`src/rtl/hbkrd_pkg.sv`:
```
// Package for the HID boot keyboard report differ.
// Holds report geometry, event count and the event kind codes.
// No dependencies.
package hbkrd_pkg;

  localparam int SLOT_COUNT      = 6;
  localparam int MOD_BITS        = 8;
  localparam int USAGE_W         = 8;
  localparam int FIRST_KEY_USAGE = 4;
  localparam int EVENT_COUNT     = MOD_BITS + 2 * SLOT_COUNT;

  localparam int REL_BASE   = MOD_BITS;
  localparam int PRESS_BASE = MOD_BITS + SLOT_COUNT;

  typedef enum logic [1:0] {
    KIND_MOD_PRESS   = 2'd0,
    KIND_MOD_RELEASE = 2'd1,
    KIND_KEY_PRESS   = 2'd2,
    KIND_KEY_RELEASE = 2'd3
  } event_kind_t;

  typedef logic [USAGE_W-1:0] usage_t;

endpackage

```
`src/rtl/hid_boot_keyboard_report_diff.sv`:
```
// HID boot keyboard report differ: turns each ok report into press and release events.
// The first event of a report goes through the event buffer, then the output register.
// Throughput: one event per cycle unless the output stalls; at most 20 events per report.
// A report is taken while no events are buffered or in the cycle the last one moves to output.
// Reset (rst, synchronous): stored report cleared to zero, event buffer and output emptied.
// Depends on hbkrd_pkg.
module hid_boot_keyboard_report_diff (
  input  logic        clk,
  input  logic        rst,
  input  logic        s_tvalid,
  output logic        s_tready,
  input  logic [55:0] s_tdata,  // modifier_bits, key_slot_0 .. key_slot_5
  input  logic [0:0]  s_tuser,  // report_ok
  output logic        m_tvalid,
  input  logic        m_tready,
  output logic [7:0]  m_tdata,  // event_code
  output logic [2:0]  m_tuser,  // event_kind, report_rejected
  output logic        m_tlast   // last_event
);

  localparam int NS = hbkrd_pkg::SLOT_COUNT;
  localparam int NM = hbkrd_pkg::MOD_BITS;
  localparam int NE = hbkrd_pkg::EVENT_COUNT;

  logic [NM-1:0]       prev_mods;
  hbkrd_pkg::usage_t   prev_slots [NS];

  logic [NE-1:0]       buf_mask;
  logic [NM-1:0]       buf_mods;
  hbkrd_pkg::usage_t   buf_old [NS];
  hbkrd_pkg::usage_t   buf_new [NS];
  logic                buf_rej;

  hbkrd_pkg::usage_t   out_code;
  hbkrd_pkg::event_kind_t out_kind;
  logic                out_rej;
  logic                out_last;

  logic [NM-1:0]       in_mods;
  hbkrd_pkg::usage_t   in_slots [NS];
  logic [NS-1:0]       rel_hit;
  logic [NS-1:0]       press_hit;
  logic                in_rej;
  logic [NE-1:0]       in_mask;

  logic                accept;
  logic                move;
  logic [NE-1:0]       pick;
  logic [NE-1:0]       rest;
  hbkrd_pkg::usage_t   sel_code;
  hbkrd_pkg::event_kind_t sel_kind;
  hbkrd_pkg::usage_t   evt_code [NE];
  hbkrd_pkg::event_kind_t evt_kind [NE];

  // Compare the incoming report with the stored one
  always_comb begin
    logic old_found;
    logic new_found;
    in_mods = s_tdata[NM-1:0];
    for (int i = 0; i < NS; i++) begin
      in_slots[i] = s_tdata[NM + hbkrd_pkg::USAGE_W * i +: hbkrd_pkg::USAGE_W];
    end
    in_rej = 1'b0;
    for (int i = 0; i < NS; i++) begin
      old_found = 1'b0;
      new_found = 1'b0;
      for (int j = 0; j < NS; j++) begin
        if (in_slots[j] == prev_slots[i]) old_found = 1'b1;
        if (prev_slots[j] == in_slots[i]) new_found = 1'b1;
      end
      rel_hit[i]   = (prev_slots[i] != '0) && !old_found;
      press_hit[i] = (in_slots[i] >= hbkrd_pkg::USAGE_W'(hbkrd_pkg::FIRST_KEY_USAGE))
                     && !new_found;
      if ((in_slots[i] != '0) &&
          (in_slots[i] < hbkrd_pkg::USAGE_W'(hbkrd_pkg::FIRST_KEY_USAGE))) begin
        in_rej = 1'b1;
      end
    end
    in_mask = s_tuser[0] ? {press_hit, rel_hit, in_mods ^ prev_mods} : '0;
  end

  // Per-event code and kind from the buffered report
  always_comb begin
    for (int e = 0; e < NM; e++) begin
      evt_code[e] = hbkrd_pkg::USAGE_W'(e);
      evt_kind[e] = buf_mods[e] ? hbkrd_pkg::KIND_MOD_PRESS : hbkrd_pkg::KIND_MOD_RELEASE;
    end
    for (int i = 0; i < NS; i++) begin
      evt_code[hbkrd_pkg::REL_BASE + i]   = buf_old[i];
      evt_kind[hbkrd_pkg::REL_BASE + i]   = hbkrd_pkg::KIND_KEY_RELEASE;
      evt_code[hbkrd_pkg::PRESS_BASE + i] = buf_new[i];
      evt_kind[hbkrd_pkg::PRESS_BASE + i] = hbkrd_pkg::KIND_KEY_PRESS;
    end
  end

  // Pick the lowest pending event
  always_comb begin
    pick     = buf_mask & (~buf_mask + NE'(1));
    rest     = buf_mask & ~pick;
    sel_code = '0;
    sel_kind = hbkrd_pkg::KIND_MOD_PRESS;
    for (int e = 0; e < NE; e++) begin
      if (pick[e]) begin
        sel_code = evt_code[e];
        sel_kind = evt_kind[e];
      end
    end
  end

  assign move     = (buf_mask != '0) && (!m_tvalid || m_tready);
  assign s_tready = (buf_mask == '0) || (move && (rest == '0));
  assign accept   = s_tvalid && s_tready;

  always_ff @(posedge clk) begin
    if (rst) begin
      prev_mods <= '0;
      for (int i = 0; i < NS; i++) prev_slots[i] <= '0;
      buf_mask  <= '0;
      m_tvalid  <= 1'b0;
    end else begin
      if (accept && s_tuser[0] && !in_rej) begin
        prev_mods <= in_mods;
        for (int i = 0; i < NS; i++) prev_slots[i] <= in_slots[i];
      end
      if (accept) begin
        buf_mask <= in_mask;
      end else if (move) begin
        buf_mask <= rest;
      end
      if (move) begin
        m_tvalid <= 1'b1;
      end else if (m_tready) begin
        m_tvalid <= 1'b0;
      end
    end
  end

  always_ff @(posedge clk) begin
    if (accept) begin
      buf_mods <= in_mods;
      buf_rej  <= in_rej;
      for (int i = 0; i < NS; i++) begin
        buf_old[i] <= prev_slots[i];
        buf_new[i] <= in_slots[i];
      end
    end
    if (move) begin
      out_code <= sel_code;
      out_kind <= sel_kind;
      out_rej  <= buf_rej;
      out_last <= (rest == '0);
    end
  end

  assign m_tdata = out_code;
  assign m_tuser = {out_rej, out_kind};
  assign m_tlast = out_last;

endmodule

```
`config.mk`:
```
export PLATFORM = sky130hd
export DESIGN_NAME = hid_boot_keyboard_report_diff
export DESIGN_NICKNAME = d
export VERILOG_FILES = /design/src/rtl/hbkrd_pkg.sv /design/src/rtl/hid_boot_keyboard_report_diff.sv
export SDC_FILE = /design/constraint.sdc
export NUM_CORES = 1
export LEC_CHECK = 0
export BUFFER_PORTS_ARGS = -buffer_cell sky130_fd_sc_hd__buf_4
export CAP_MARGIN = 25
export CORE_MARGIN = 1
export CORE_UTILIZATION = 55
export CTS_BUF_LIST = sky130_fd_sc_hd__clkbuf_8 sky130_fd_sc_hd__clkbuf_16
export CTS_CLUSTER_DIAMETER = 40
export DETAILED_ROUTE_END_ITERATION = 12
export PLACE_DENSITY_LB_ADDON = 0.2
export SKIP_CTS_REPAIR_TIMING = 1
export SYNTH_ARGS = -nofsm -noshare
export SYNTH_HDL_FRONTEND = slang
export SYNTH_SLANG_ARGS = --single-unit
```
`constraint.sdc`:
```
create_clock -name clk -period 6 [get_ports clk]
set_input_delay 1.2 -clock clk [delete_from_list [all_inputs] [get_ports clk]]
set_output_delay 1.2 -clock clk [all_outputs]
set_load 0.005 [all_outputs]
```
==> impl_metrics.tcl <==
set metrics [dict create \
    status "completed" \
    ys_async_sr_fraction_pct 0 \
    dr.first_iter.drc_count 1298 \
    netlist_area_mm2 0.0119 \
    routed_via_density 6.76 \
    dp_worst_setup_slack_ns 1.73 \
    synthToLayoutAreaGrowth_pct 8.44 \
    final_cell_mix "xnor2_1 (204), edfxtp_1 (165), xor2_1 (92)" \
    setup_viol 0 \
    grt_pass1_wl_um 61300 \
    finalHoldViolCount 0 \
    die_x_um 149 \
    crit_path_end_kind "flop" \
    cp_top_family "simple AND/OR/NAND/NOR gates" \
    critPathMaxStageDelay_ns 0.64 \
    reg2reg_to "prev_slots[0][0]$_SDFFCE_PN0P_" \
    routed_wl_um 43000 \
    synthCells 1155 \
    worstPathArrival_ns 4.45 \
    synthTopCellsByArea "edfxtp_1 (42%), xnor2_1 (15%), xor2_1 (6.8%), dfxtp_1 (4.9%), clkbuf_1 (3.6%)" \
    root_buffer "clkbuf_16" \
    cts_inserted_buffers 17 \
    drc 0 \
    synth_edf_count 165 \
    fin_skew_ns 0.0147 \
    initial_utilization_pct 56.3 \
    cp-startpoint "buf_mask[0]$_SDFFE_PP0P_" \
    fmax_mhz 230 \
    timing.final.crit_share_pct 72.4 \
    start_kind "flop" \
    p_per_area_mw_per_mm2 700 \
    io_pins 75 \
    tns_ns 0 \
    core_region_area_mm2 0.0211 \
    synth_top_area_share_pct 41.7 \
    wl_per_cell_um 30.4 \
    nNetsFinal 1185 \
    drv_cap 0 \
    place_congestion 0.981 \
    p_leak_nw 4.39 \
    port-buffer-count 74 \
    multi_input_area_mm2 0.00577 \
    relSlewSlack_pct 34.8 \
    ys_seq_area_share_pct 46.6 \
    worst-path-max-fanout 27 \
    clk_latency_ns 0.44 \
    clk_pin_slew_ns 0.08 \
    grt_overflow 0 \
    ys_ff_latch 194 \
    worstHoldPathType "flop to flop" \
    slew_viol_final 0 \
    cp_cell_sequence "nor4_4 > nand4_1 > nor3_2 > nand3_1 > o22ai_1 > buf_4 > nand2b_2 > buf_4" \
    grt_setup_unrepaired "no" \
    r2r_slack_ns 1.66 \
    core.rowCount 53 \
    layout_min_cycle_time_ns 4.34 \
    grt_pass1_vias 8981 \
    dpl.hpwl_um 30200 \
    crit_end "prev_slots[0][0]$_SDFFCE_PN0P_" \
    drtPass1Iterations 5 \
    r2r_start "buf_mask[0]$_SDFFE_PP0P_" \
    cp_common_cell "buf_4" \
    synthDistinctLibCells 73 \
    fillers 1788 \
    dieArea_mm2 0.0222 \
    cts_sinks 194 \
    fin_ws_ns 1.66 \
    htree_levels 4 \
    avgSynthCellArea_um2 10.3 \
    synthFlopType "edfxtp_1" \
    regArea_mm2 0.00554 \
    vias 9565 \
    cts_buffer_depth 2 \
    cp.required_ns 6.11 \
    synth_nets 1216 \
    dieHeight_um 149 \
    worstSetupPathType "flop to flop" \
    rr_worst_depth 8 \
    drive_gt1_share_pct 11.6 \
    grt_max_degree 58 \
    crit_slowest_cell "nand4_1" \
    grtUsageTotal_pct 39.5 \
    cts_tree "built" \
    cp_num_buf_inv 2 \
    antenna_found_initial 3 \
    yosys_warnings 0 \
    final_common_cell "xnor2_1" \
    path_depth 8 \
    ir_worst_vdd_v 0.00108 \
    tightestPinTransition_ns 0.977 \
    yosys.area.top_type "edfxtp_1" \
    ant_nets 0 \
]
[worst register-to-register path, stage by stage (launching register included)]
cell	delay, ns
dfxtp_1	0.44
nor4_4	0.52
nand4_1	0.65
nor3_2	0.57
nand3_1	0.25
o22ai_1	0.22
buf_4	0.22
nand2b_2	0.64
buf_4	0.48
[layout make-up]
type                            instances  share of cell area, %
Sequential cell                       194                   43.0
Clock buffer                           17                   3.30
Timing Repair Buffer                   81                   4.85
Antenna cell                            3                 0.0583
Tap cell                              275                   2.67
Inverter                               12                  0.350
Multi-Input combinational cell        818                   44.8
Clock inverter                         14                  0.972
[synth_stat cells (8+ instances only)]
cell type  number
a211oi_1        8
a21oi_1        39
and2_1         52
clkbuf_1      113
dfxtp_1        29
edfxtp_1      165
inv_1          12
mux2i_1        12
nand2_1        65
nand3_1        14
nand4_1        56
nor2_1         59
nor4_1         51
o211ai_1       11
o21ai_0        20
o22ai_1        15
xnor2_1       204
xor2_1         92
[metrics by stage]
stage	cells	area (µm²)	power, mW	util, %	hold WS, ns
after CTS	1411	12900	8.87	61.0	0.423
final	1414	12900	9.01	61.1	0.422
after detailed placement	1380	12300	7.79	58.4	0.406
after floorplan	1155	11900	6.05	-	0.400
after global routing	1413	12900	9.36	61.1	0.437
after global placement	1379	12300	7.72	58.4	0.418
[how the worst min path moves through the flow]
stage / startpoint / end / slack, ns / cells past startpoint
finish: buf_rej$_DFFE_PN_ / out_rej$_DFFE_PP_ / 0.42 / 0
global route: buf_rej$_DFFE_PN_ / out_rej$_DFFE_PP_ / 0.44 / 0
detailed placement: buf_rej$_DFFE_PN_ / out_rej$_DFFE_PP_ / 0.41 / 0
CTS: buf_rej$_DFFE_PN_ / out_rej$_DFFE_PP_ / 0.42 / 0
floorplan: buf_rej$_DFFE_PN_ / out_rej$_DFFE_PP_ / 0.40 / 0
global placement: buf_rej$_DFFE_PN_ / out_rej$_DFFE_PP_ / 0.42 / 0
[power breakdown]
part | switching, mW | internal [mW] | leakage (nW)
Sequential | 1.11 | 2.63 | 1.87
Combinational | 2.63 | 1.55 | 2.26
Clock | 0.544 | 0.543 | 0.262
Total | 4.28 | 4.73 | 4.39
[metal layers]
metal  routed length, µm  vias to the layer above  part of all wire (%)  track usage (%)
li1                    -                     4043                     -                -
met1               16000                     4589                    37             50.2
met2               19000                      722                    44             60.1
met3                5010                      209                    12             12.1
met4                2910                        2                   6.8             22.0
met5                  66                        -                  0.15                0
[state kept, by name, summed over array words and instances (netlist names)]
register / flops
buf_new: 48
buf_old: 48
prev_slots: 48
buf_mask: 20
buf_mods: 8
m_tdata: 8
prev_mods: 8
out_kind: 2
buf_rej: 1
m_tlast: 1
m_tvalid: 1
out_rej: 1
[cells by family after synthesis]
group / after synthesis / synth area share [%]
AND/OR/NAND/NOR: 354 / 16.7
flip-flops: 194 / 46.6
multiplexers: 12 / 1.01
XOR/XNOR: 296 / 21.8
AO/OA/AOI/OAI: 154 / 8.82
adder cells (fa/ha/maj): 2 / 0.169
buffers and inverters: 143 / 4.90
(Power assumes the default switching activity.)
